--- config.mk ---
export PLATFORM = sky130hd
export DESIGN_NAME = sat_mem
export DESIGN_NICKNAME = d
export VERILOG_FILES = /design/src/rtl/core/sat_pkg.sv /design/src/rtl/core/sat_mem.sv
export SDC_FILE = /design/constraint.sdc
export NUM_CORES = 2
export LEC_CHECK = 0
export ABC_AREA = 0
export BUFFER_PORTS_ARGS = -buffer_cell sky130_fd_sc_hd__buf_2
export CAP_MARGIN = 20
export CELL_PAD_IN_SITES_DETAIL_PLACEMENT = 1
export CELL_PAD_IN_SITES_GLOBAL_PLACEMENT = 2
export CORE_UTILIZATION = 46
export CTS_CLUSTER_SIZE = 10
export DETAILED_ROUTE_END_ITERATION = 16
export GPL_TIMING_DRIVEN = 0
export HOLD_SLACK_MARGIN = 0.03
export PLACE_DENSITY_LB_ADDON = 0.1
export SKIP_CTS_REPAIR_TIMING = 1
export SYNTH_ARGS = -nofsm -noshare
export SYNTH_HDL_FRONTEND = slang
export SYNTH_SLANG_ARGS = --single-unit
--- constraint.sdc ---
create_clock -name clk -period 6.9 [get_ports clk]
set_clock_uncertainty 0.1 [all_clocks]
set_input_delay 0 -clock clk [delete_from_list [all_inputs] [get_ports clk]]
set_output_delay 0 -clock clk [all_outputs]
set_load 0.005 [all_outputs]
--- src/rtl/core/sat_pkg.sv ---
// Package: types and codes shared by the subscriber aging table modules
`default_nettype none
package sat_pkg;

  typedef enum logic [1:0] {
    CMD_REGISTER = 2'd0,
    CMD_SWEEP    = 2'd1,
    CMD_LOOKUP   = 2'd2,
    CMD_UNUSED   = 2'd3
  } cmd_t;

  typedef enum logic [1:0] {
    KIND_ACK    = 2'd0,
    KIND_NOTICE = 2'd1,
    KIND_DONE   = 2'd2,
    KIND_LOOKUP = 2'd3
  } kind_t;

  localparam logic REG_SEND   = 1'b0;
  localparam logic REG_EXPIRE = 1'b1;

  typedef struct packed {
    logic [1:0]  command;
    logic [31:0] subscriber_type;
    logic [31:0] subscriber_id;
    logic [31:0] now_seconds;
  } in_t;

  typedef struct packed {
    logic [1:0]  result_kind;
    logic [31:0] out_type;
    logic [31:0] out_id;
    logic        found;
    logic        table_full;
    logic [5:0]  entry_count;
    logic [31:0] request_stamp;
    logic [31:0] update_stamp;
    logic        last_of_run;
  } out_t;

  typedef struct packed {
    logic [63:0] key;
    logic [31:0] req;
    logic [31:0] upd;
  } ent_t;

  typedef enum logic [3:0] {
    ST_IDLE,
    ST_FIND_RD,
    ST_FIND_EV,
    ST_DECIDE,
    ST_SHIFT_RD,
    ST_SHIFT_WR,
    ST_SWA_RD,
    ST_SWA_EXP,
    ST_SWA_SEND,
    ST_SWB,
    ST_SWB_EV,
    ST_OUT
  } state_t;

endpackage
`default_nettype wire

--- src/rtl/core/sat_mem.sv ---
// Entry memory: one write port, one registered read port
`default_nettype none
module sat_mem
  import sat_pkg::*;
#(
  parameter int DEPTH = 32,
  parameter int AW    = 5
) (
  input  wire logic          clk,
  input  wire logic          we,
  input  wire logic [AW-1:0] waddr,
  input  wire ent_t          wdata,
  input  wire logic          re,
  input  wire logic [AW-1:0] raddr,
  output ent_t               rdata
);

  ent_t mem_r [DEPTH];

  always_ff @(posedge clk) begin
    if (we) begin
      mem_r[waddr] <= wdata;
    end
  end

  always_ff @(posedge clk) begin
    if (re) begin
      rdata <= mem_r[raddr];
    end
  end

endmodule
`default_nettype wire

### After elaboration in Yosys (flattened, before gate mapping)

Memories as Yosys holds them, arrays and structs flattened. A register that Yosys moved wholly into a read port is not among the register bits.
Cells that the tools add are included.

* flip-flop bits (word level): 0
* bits in writable memories: 4096
* memories kept: 1

* multiplexer cells: 2

Memory list
* mem_r: words 32, bits a word 128, read ports 1, clocked after Yosys merged registers in 1, write ports 1, line sat_mem.sv:18 `ent_t mem_r [DEPTH];`

Operators by type and width (count)
* 1-bit two-way mux: 2

### Logic depth before layout (Yosys ltp)

* depth after elaboration: 2
* gate-level depth with buffers: 9

### Worst setup path after synthesis

No wires, ideal clock.

* kind: input -> register
* start point: input port waddr[1]
* end point: memory mem_r[12][0] (netlist bit) (enable)
* setup time: 0.617 ns
* data arrival time: 5.981 ns
* required time: 6.183 ns
* path slack: 0.202 ns
* stages: 3
* cell sequence: or3b_2 -> clkbuf_1 -> nor2_1

RTL lines
* start: declaration: line sat_mem.sv:11 `input wire logic [AW-1:0] waddr,`
* end: declaration: line sat_mem.sv:18

Straight into the memory's write port.

==> results.sh <==
export IMPL_finalSetupViolations=0
export IMPL_final_common_cell="edfxtp_1"
export IMPL_finalWirelength_mm=447
export IMPL_row_count=213
export IMPL_antenna_found_initial=48
export IMPL_register_area_um2=127000
export IMPL_max_freq_mhz=234
export IMPL_layout_common_cells="edfxtp_1, mux4_2, clkbuf_16, o22ai_1, buf_2"
export IMPL_io_buffers=265
export IMPL_tns_ns=0
export IMPL_rrSetupSlack_ns=4.68
export IMPL_ys_seq_area_share_pct=81.0
export IMPL_crit_type="in2reg"
export IMPL_required_ns=7.40
export IMPL_maxSlewHeadroom_pct=20.8
export IMPL_yosysWarnings=0
export IMPL_postLayoutSetupSlackWorst_ns=2.64
export IMPL_root_buffer="clkbuf_16"
export IMPL_worstSetupEndpointType="flop"
export IMPL_start_util_pct=46.4
export IMPL_core_area_um2=338000
export IMPL_drv_slew=0
export IMPL_synth_fp_nets=6581
export IMPL_p_total_mw=53.0
export IMPL_dieArea_um2=343000
export IMPL_grt_total_usage_pct=25.8
export IMPL_grt_pass1_wl_mm=614
export IMPL_cp_max_fo=10
export IMPL_ys_seq_elements=4224
export IMPL_multi_input_area_um2=28000
export IMPL_clk_latency_ns=1.01
export IMPL_placed_area_um2=169000
export IMPL_synthCells=6440
export IMPL_cts_buffer_depth=4
export IMPL_clock_sinks=4224
export IMPL_final_area_um2=183000
export IMPL_ios=269
export IMPL_gp_congestion=0.727
export IMPL_critPathArrivalTime_ns=4.76
export IMPL_startpoint_type="input pin"
export IMPL_post_dp_hpwl_mm=287
export IMPL_maxCapViolations=0
export IMPL_peakVddDrop_v=0.000212
export IMPL_grt_overflow_total=0
export IMPL_dieHeight_um=585
export IMPL_outcome="finished, final reports clean"
export IMPL_fin_nets=7778
export IMPL_viasPerCell=6.15
export IMPL_syn_to_final_growth_pct=17.2
export IMPL_routedWlPerCell_um=36.4
export IMPL_cts_tree="built"
export IMPL_grt_setup_unrepaired="no"
export IMPL_grt_pass1_vias=77550
export IMPL_drc=0
export IMPL_ys_types=27
export IMPL_netlist_area_um2=157000
export IMPL_dr_first_iter_drc_count=8333
export IMPL_hold_path_class="in2reg"
export IMPL_cts_buffers=468
export IMPL_timing_final_crit_share_pct=61.8
export IMPL_p_leak_nw=57.4
export IMPL_finalHoldViolations=0
export IMPL_fill_cells=28327
export IMPL_holdWs_ns=0.00189
export IMPL_worst_pin_slew_ns=1.18
export IMPL_h_tree_depth=5
export IMPL_fin_crit_ns=4.26
export IMPL_grt_max_degree=67
export IMPL_dp_slack_ns=2.83
export IMPL_power_density_nw_per_um2=289
export IMPL_die_width_um=585
export IMPL_path_clk_slew_ns=0.05
export IMPL_synth_area_per_cell_um2=24.3
export IMPL_drt_first_pass_iters=5
export IMPL_route_vias_total=75445
export IMPL_ant_nets=0
export IMPL_layout_drive_gt1_share_pct=28.9
## metrics by stage
step	cells	utilization, %
floorplan	6440	-
global placement	11220	48.4
detailed placement	11472	50.0
CTS	12030	53.7
global route	12246	54.3
finish	12262	54.3
## flip-flops by register name, summed over array words and instances, names as in the netlist
register and flops:
rdata 128, mem_r 4096
## critical path: stages
cell and delay (ns):
dlygate4sd3_1 0.53, buf_4 0.20, nor2b_1 0.06, dlygate4sd3_1 0.55, buf_4 0.20, nand2_1 0.31, buf_2 0.61, clkbuf_1 0.91
o22ai_1 0.31, nor4_1 1.06
## metal layers
metal  up-vias  part of all wire, %  GRT usage, %
li1      30387                    -             -
met1     41679                   41          36.2
met2      2800                   50          42.9
met3       569                  6.4          3.99
met4        10                  2.3          6.23
met5         -                0.015             0
## worst paths after layout
check,to,start,cells after the start
setup reg to reg,rdata[126],mem_r[31][126],3
setup / recovery,rdata[126],raddr[1],10
hold reg to reg,rdata[40],mem_r[30][40],3
hold / removal,mem_r[2][93],wdata[93],2
## synthesized netlist by cell type
library cell | instances | share of area (%)
clkbuf_1 | 108 | 0.26
nand3_1 | 37 | 0.12
o22ai_1 | 444 | 1.8
nand3b_1 | 6 | 0.029
nand2b_1 | 1 | 0.0040
and3_1 | 1 | 0.0040
and2_1 | 1 | 0.0040
nor4_1 | 111 | 0.44
or2_1 | 1 | 0.0040
edfxtp_1 | 4224 | 81
nor2_2 | 1 | 0.0040
or3b_2 | 4 | 0.022
or3_1 | 2 | 0.0080
nand4_1 | 17 | 0.068
and3b_1 | 1 | 0.0056
nor3b_1 | 1 | 0.0048
buf_4 | 67 | 0.32
buf_2 | 94 | 0.30
mux4_2 | 956 | 14
nor2_1 | 35 | 0.084
nand2_1 | 4 | 0.0096
mux2i_1 | 136 | 0.87
clkbuf_4 | 9 | 0.043
nor2b_1 | 3 | 0.012
a22oi_1 | 102 | 0.49
buf_6 | 30 | 0.22
buf_1 | 44 | 0.11
## kinds of logic (layout without fill, tap and decap cells)
logic type | Yosys count | after routing | synth area share [%]
AOI/OAI and AO/OA | 546 | 546 | 2.26
buffers and inverters | 352 | 1637 | 1.25
DFF | 4224 | 4224 | 81.0
muxes | 1092 | 1092 | 14.6
other | 0 | 22 | 0
and+or+nand+nor | 226 | 226 | 0.825
## power breakdown
part           switching [mW]  internal (mW)  leakage (nW)  total, mW
sequential             0.0970           28.7          38.1       28.8
clock                    9.39           12.1          6.06       21.5
combinational            1.70           1.01          13.2       2.71
## cell type report
| type | instances | area share (%) |
|---|---|---|
| Tap cell | 4515 | 3.08 |
| Timing Repair Buffer | 727 | 4.65 |
| Clock inverter | 31 | 0.179 |
| Buffer | 352 | 1.08 |
| Clock buffer | 527 | 6.58 |
| Sequential cell | 4224 | 69.2 |
| Antenna cell | 22 | 0.0300 |
| Multi-Input combinational cell | 1864 | 15.3 |
Note: power is estimated with default switching activity, not from simulation.
