===== config.mk =====
export PLATFORM = sky130hd
export DESIGN_NAME = sat_cmp
export DESIGN_NICKNAME = d
export VERILOG_FILES = /design/src/rtl/core/sat_cmp.sv
export SDC_FILE = /design/constraint.sdc
export NUM_CORES = 1
export LEC_CHECK = 0
export BUFFER_PORTS_ARGS = -buffer_cell sky130_fd_sc_hd__buf_4
export CELL_PAD_IN_SITES_DETAIL_PLACEMENT = 1
export CELL_PAD_IN_SITES_GLOBAL_PLACEMENT = 1
export CORE_MARGIN = 2
export CORE_UTILIZATION = 36
export DETAILED_ROUTE_END_ITERATION = 16
export PLACE_DENSITY = 0.9
export RECOVER_POWER = 100
export SYNTH_ARGS = -nofsm -noshare
export SYNTH_HDL_FRONTEND = slang
export SYNTH_SLANG_ARGS = --single-unit

===== constraint.sdc =====
create_clock -name vclk -period 4.35
set_input_delay 0.2175 -clock vclk [all_inputs]
set_output_delay 0.2175 -clock vclk [all_outputs]
set_load 0.05 [all_outputs]

===== src/rtl/core/sat_cmp.sv =====
// Shared aging unit: 33-bit stamp plus interval, compared against now
`default_nettype none
module sat_cmp (
  input  wire logic [31:0] stamp,
  input  wire logic [31:0] interval,
  input  wire logic [31:0] now,
  output logic             older
);

  logic [32:0] sum;

  assign sum   = {1'b0, stamp} + {1'b0, interval};
  assign older = sum < {1'b0, now};

endmodule
`default_nettype wire


Word level (Yosys, flattened, before mapping):

Cells that the tools add are included.

* shift operators: 0
* div/mod/pow operators: 0
* reductions and logical operators: 0
* muxes and demuxes: 0
* order comparisons: 1
* bitwise operators: 0
* eq/ne operators: 0
* multiply operators: 0
* add/sub/neg operators: 1

Operators by type and width (number)
* adder 32 x 32 -> 33 bit: 1
* < comparator 33 x 32 -> 1 bit: 1

* word-level logic and storage cells: 2
* bits in read-only memories: 0
* memories: 0
* input port bits: 96
* RAM bits: 0
* output and inout bits: 1
* latch bits: 0
* flip-flop bits (word level): 0

Logic depth before layout (Yosys ltp):

Gate-level depths: netlist of run 1.

* depth after elaboration: 2
* mapped depth: 18
* mapped depth without buffers: 18

Worst setup path before layout of run 1:

Ideal clock, no wire load.

* path kind: input to output
* start: in stamp[0]
* end: out older
* path buffers: 0
* setup slack: 0.114 ns
* data arrival time: 4.018 ns
* stages on the path: 18
* required time: 4.133 ns
* cells stage by stage: ha_1 inv_1 fa_1 nand2b_1 a21o_1 a31o_2 a21oi_2 a311oi_1 a211oi_1 xor2_1 ha_1 nand2_1 nor2_1 a211oi_1 o21ai_0 nor2_1 o31ai_1 a211oi_1

* cells in the longest elaborated chain, start to end: 2

Ends and longest elaborated chain
* start: declaration: RTL line 4 `input wire logic [31:0] stamp,`
* adder 32 x 32 -> 33 bit: RTL line 12 `assign sum = {1'b0, stamp} + {1'b0, interval};`
* < comparator 33 x 32 -> 1 bit: RTL line 13 `assign older = sum < {1'b0, now};`
* end: declaration: RTL line 7 `output logic older`

No other way between the ends.

Final worst setup path of run 1:

Ends and elaborated chain as after synthesis.

==> metrics.yaml, run 1 <==
die:
  die_w_um: 86.89
  die_h_um: 86.89
  initial_core_util_pct: 36.82
  core-area_um2: 6719
  rows: 30
  ios: 97
  fp.dieArea_um2: 7550
synthesis:
  ys_seq_area_share_pct: 0
  ys_types: 46
  synth_simple_gate_area_share_pct: 15.12
  synth.most_common_cell: "ha_1"
  synth_top_area_cell: "ha_1"
  synth_mux_area_share_pct: 0
  synth_top_family_by_area: "compound AO/OA/AOI/OAI gates"
  avgSynthCellArea_um2: 7.254
  netlist_instances: 341
  synthTopCellsByCount: "ha_1, inv_1, a21oi_1, nand2_1, o21ai_0"
  synthTopCellsByArea: "ha_1, a21oi_1, inv_1"
  yosysWarnings: 0
  synth_top_area_share_pct: 31.87
  synth_compound_area_share_pct: 34.40
  yosys.area_share.xor_xnor_pct: 10.62
  synth_area_um2: 2474
  synth_fa_ha_area_share_pct: 32.68
  syn-num-nets: 501
drt:
  drt-vias-per-instance: 5.555
  post-route-drc-count: 0
  met2_length_mm: 4.018
  first_pass_iters: 4
  drt_iter0_drc: 84
  wl_met1_mm: 3.621
  vias: 2861
  top_layer_used: "met4"
  routed-wl-met3_um: 324
  wl_mm: 8.086
  antenna_left: 0
  routedWlPerCell_um: 15.70
layout:
  flops_and_latches: 0
  n_antenna_cell: 0
  register_area_um2: 0
  drive_gt1_share_pct: 25.06
  final_nets: 597
  syn2layout_area_growth_pct: 33.13
  instances_no_fill: 515
  n_clock_buffer: 0
timing:
  fmax_mhz: 244.3
  hold_violations: 0
  hold_ws_ps: 1049
  fin_tns_setup_ps: 0
  rsz0062_at_grt: "false"
  worstMarginPinSlew_ps: 514.8
  period_minus_slack_ps: 4094
  drv_slew: 0
  setup_viol: 0
  max_slew_margin_pct: 65.68
  period_share_pct: 94.11
critical_path:
  startpoint: "stamp[0]"
  path_cells: "buf_4 > ha_1 > inv_1 > fa_1 > nand2b_1 > a21o_1 > a31oi_1 > nor3_1 > a21oi_1 > xor2_1 > ha_1 > a21o_1 > a21o_1 > a221oi_1 > o31ai_1 > a211oi_1 > buf_4"
  cpMostUsedCell: "a21o_1"
  crit_path_max_fanout: 3
  arrival_ps: 3880
  end_kind: "output pin"
  worstSetupPathType: "in2out"
  start_kind: "input pin"
  endpoint: "older"
  worstPathRequired_ps: 4130
  slowest_stage: "a221oi_1"
  slowest_delay_ps: 500
pwr:
  p_sw_w: 0.0002918
  power_frac_comb_pct: 100.0
  power.internal_w: 0.0002532
  power_frac_seq_pct: 0
  leakage_nw: 1.741
  p_total_w: 0.0005450
  powerDensity_nw_per_um2: 165.5
  pwr-share-clk_pct: 0
  p_sw_share_pct: 53.55
  peakVddDrop_v: 0.00006061
global_routing:
  track_usage_pct: 20.74
  antenna_found_initial: 0
  grt_pass1_wl_mm: 13.10
  grt_max_degree: 8
  grt-ovfl-total: 0
  grt_pass1_vias: 2994
placed_design:
  hpwl_mm: 7.332
  place_inst: 515
  gp_congestion: 0.9013
  port_buffers: 97
run:
  cap_viol_max_count: 0
clock_network:
  postCtsSetupBuffers: 0
  post_cts_resized: 0
  holdBufCountCts: 0
outcome:
  status: "finished clean"
hold_path:
  holdCritPathClass: "in2out"
  holdPathStages: 6
-- layer usage --
metal  track usage [%]  vias up
met2             38.31       71
met3            0.7583       10
li1                  -     1449
met4             3.977        0
met1             26.72     1331
met5                 0        -
-- final cells by class --
class	instances	area, µm²
fillers	871	3426
inverters	43	161.4
multi-input cells	294	2296
well taps	80	100.1
repair buffers	98	735.7
-- stage by stage --
step	setup slack, ps	util, %	instance area [µm²]
2_1_floorplan	114.0	-	2474
5_1_grt	44.57	49.01	3293
3_5_place_dp	298.6	49.01	3293
4_1_cts	285.6	49.01	3293
3_3_place_gp	435.7	49.01	3293
6_report	256.4	49.01	3293
-- power groups by stage --
stage	sequential (W)	clock, W	combinational [W]
6_report	0	0	0.000545
3_3_place_gp	0	0	0.000505
3_5_place_dp	0	0	0.000541
2_1_floorplan	0	0	0.000359
5_1_grt	0	0	0.000608
4_1_cts	0	0	0.000544
-- layout by cell type, fill, tap and decap left out, types with 6 or more instances in the layout --
cell	Yosys	final
a211oi_1	6	6
ha_1	63	63
nor2_1	16	16
a21oi_1	39	39
nand2_1	20	20
a21o_1	18	18
o211ai_1	6	6
xor2_1	13	13
buf_4	0	98
o21ai_0	19	19
a31oi_1	8	8
xnor2_1	17	17
inv_1	43	43
nand4_1	10	10
-- worst max-delay path: cells and delay by family --
family | cells | cell delay [ps]
XOR/XNOR | 1 | 200
AO/OA/AOI/OAI | 8 | 1930
buffers and inverters | 3 | 390
adder cells (fa/ha/maj) | 3 | 870
AND/OR/NAND/NOR | 2 | 280
-- how the worst min path moves through the flow --
stage,from,endpoint
after global routing,interval[31],older
after global placement,interval[31],older
after CTS,interval[31],older
after detailed placement,interval[31],older
after floorplan,interval[31],older
final,interval[31],older
-- kinds of logic after synthesis --
logic type | after synthesis
buffers and inverters | 47
AO/OA/AOI/OAI | 126
AND/OR/NAND/NOR | 74
adder cells (fa/ha/maj) | 64
XOR/XNOR | 30
Note: power is estimated with default switching activity, not from simulation.
==> inputs of run 2 (changes only) <==
--- a/config.mk
+++ b/config.mk
@@ -9,9 +9,9 @@
 export CELL_PAD_IN_SITES_DETAIL_PLACEMENT = 1
 export CELL_PAD_IN_SITES_GLOBAL_PLACEMENT = 1
 export CORE_MARGIN = 2
-export CORE_UTILIZATION = 36
+export CORE_UTILIZATION = 34
 export DETAILED_ROUTE_END_ITERATION = 16
-export PLACE_DENSITY = 0.9
+export PLACE_DENSITY = 0.85
 export RECOVER_POWER = 100
 export SYNTH_ARGS = -nofsm -noshare
 export SYNTH_HDL_FRONTEND = slang
==> metrics.yaml, run 2 (synthesis gave the netlist of run 1 again) <==
timing:
  rsz0062_at_grt: "false"
  fin_tns_setup_ps: 0  # unchanged
  worstMarginPinSlew_ps: 687.5  # +172.7 ps
  hold_violations: 0  # unchanged
  period_minus_slack_ps: 4078  # -15.95 ps
  drv_slew: 0  # unchanged
  period_share_pct: 93.74  # -0.37 points
  hold_ws_ps: 1061  # +11.53 ps
  fmax_mhz: 245.2  # +0.39%
  max_slew_margin_pct: 53.74  # -12 points
  setup_viol: 0  # unchanged
drt:
  first_pass_iters: 4  # unchanged
  routedWlPerCell_um: 15.01  # -4.4%
  drt-vias-per-instance: 5.436  # -2.1%
  vias: 2903  # +1.5%
  drt_iter0_drc: 52  # -38%
  post-route-drc-count: 0  # unchanged
  antenna_left: 0  # unchanged
  wl_mm: 8.018  # -0.84%
critical_path:
  end_kind: "output pin"
  slowest_delay_ps: 570  # +70 ps
  path_cells: "buf_4 > ha_1 > and2_1 > nand4_1 > nor4_1 > nand3_1 > a221oi_2 > xnor2_1 > ha_1 > a2111oi_0 > o21ai_0 > a211oi_2 > buf_4"
  arrival_ps: 3860  # -20 ps
  path_buf_inv: 2  # -1
  start_kind: "input pin"
  worstPathRequired_ps: 4130  # about the same
  slowest_stage: "nor4_1"
  crit_path_max_fanout: 6  # +3
  worstSetupPathType: "in2out"
  crit_family: "simple AND/OR/NAND/NOR gates"
layout:
  fillers: 955  # +9.6%
  n_clock_buffer: 0  # unchanged
  layout_common_cells: "buf_4, ha_1, inv_1"
  syn2layout_area_growth_pct: 34.55
  flops_and_latches: 0  # unchanged
  final_common_cell: "buf_4"
  instances_no_fill: 534  # +3.7%
  drive_gt1_share_pct: 25.52  # +0.46 points
  final_nets: 597  # unchanged
  register_area_um2: 0  # unchanged
  n_antenna_cell: 0  # unchanged
global_routing:
  grt_pass1_vias: 2937  # -1.9%
  grt_max_degree: 8  # unchanged
  grt_pass1_wl_mm: 12.94  # -1.2%
  antenna_found_initial: 0  # unchanged
  track_usage_pct: 19.78  # -0.96 points
  grt-ovfl-total: 0  # unchanged
die:
  initial_core_util_pct: 34.66  # -2.2 points
  core-area_um2: 7137  # +6.2%
  fp.dieArea_um2: 7974  # +5.6%
  die_h_um: 89.30  # +2.8%
  rows: 31  # +3.3%
  ios: 97  # unchanged
  die_w_um: 89.30  # +2.8%
run:
  cap_viol_max_count: 0  # unchanged
placed_design:
  port_buffers: 97  # unchanged
  hpwl_mm: 7.280  # -0.71%
  place_inst: 534  # +3.7%
  gp_congestion: 0.8941  # -0.80%
pwr:
  peakVddDrop_v: 0.00005380  # -11%
  powerDensity_nw_per_um2: 162.1  # -2.0%
  leakage_nw: 1.742  # about the same
clock_network:
  holdBufCountCts: 0  # unchanged
hold_path:
  holdCritPathClass: "in2out"
outcome:
  status: "finished clean"
## run 2: cell counts in the layout (fill, tap and decap cells not counted)
Identical to the previous run, type by type.
## run 2: worst min-delay path: cells and delay by family
family / cells / cell delay (ps)
buffers and inverters: 2 / 270
adder cells (fa/ha/maj): 1 / 120
AO/OA/AOI/OAI: 3 / 250
## run 2: power breakdown
part	switching [W]	internal [W]
clock	0	0
sequential	0	0
combinational	0.000286	0.000253
total	0.000286	0.000253
## run 2: cell type report
type | instances | area [µm²] | share of cell area, %
Multi-Input combinational cell | 294 | 2307 | 69.32
Inverter | 43 | 161.4 | 4.850
Timing Repair Buffer | 98 | 735.7 | 22.11
Tap cell | 99 | 123.9 | 3.722
## run 2: repair_timing
| action | in CTS | in global routing |
|---|---|---|
| endpoints found under the setup margin | 0 | 1 |
| setup buffers | 0 | 0 |
| resized for setup | 0 | 2 |
## run 2: final timing paths
check / start / to / slack, ps / cells past startpoint
hold / removal: interval[31] / older / 1060 / 6
setup / recovery: stamp[22] / older / 270 / 13
## run 2: stage by stage
stage	total power [W]	setup WS (ps)	area, µm²	utilization (%)
6_report	0.0005397	272.3	3328	46.63
5_1_grt	0.0006070	20.20	3328	46.63
4_1_cts	0.0005390	242.7	3317	46.48
3_5_place_dp	0.0005355	253.9	3317	46.48
3_3_place_gp	0.0005076	449.2	3317	46.48
2_1_floorplan	0.0003590	114.0	2474	-
## run 2: layer usage
layer | vias to the layer above | global-route usage, % | share of wire, %
li1 | 1451 | - | -
met1 | 1385 | 26.10 | 45
met2 | 63 | 36.57 | 51
met3 | 4 | 0.9234 | 3.8
met4 | 0 | 2.171 | 0.42
met5 | - | 0 | 0
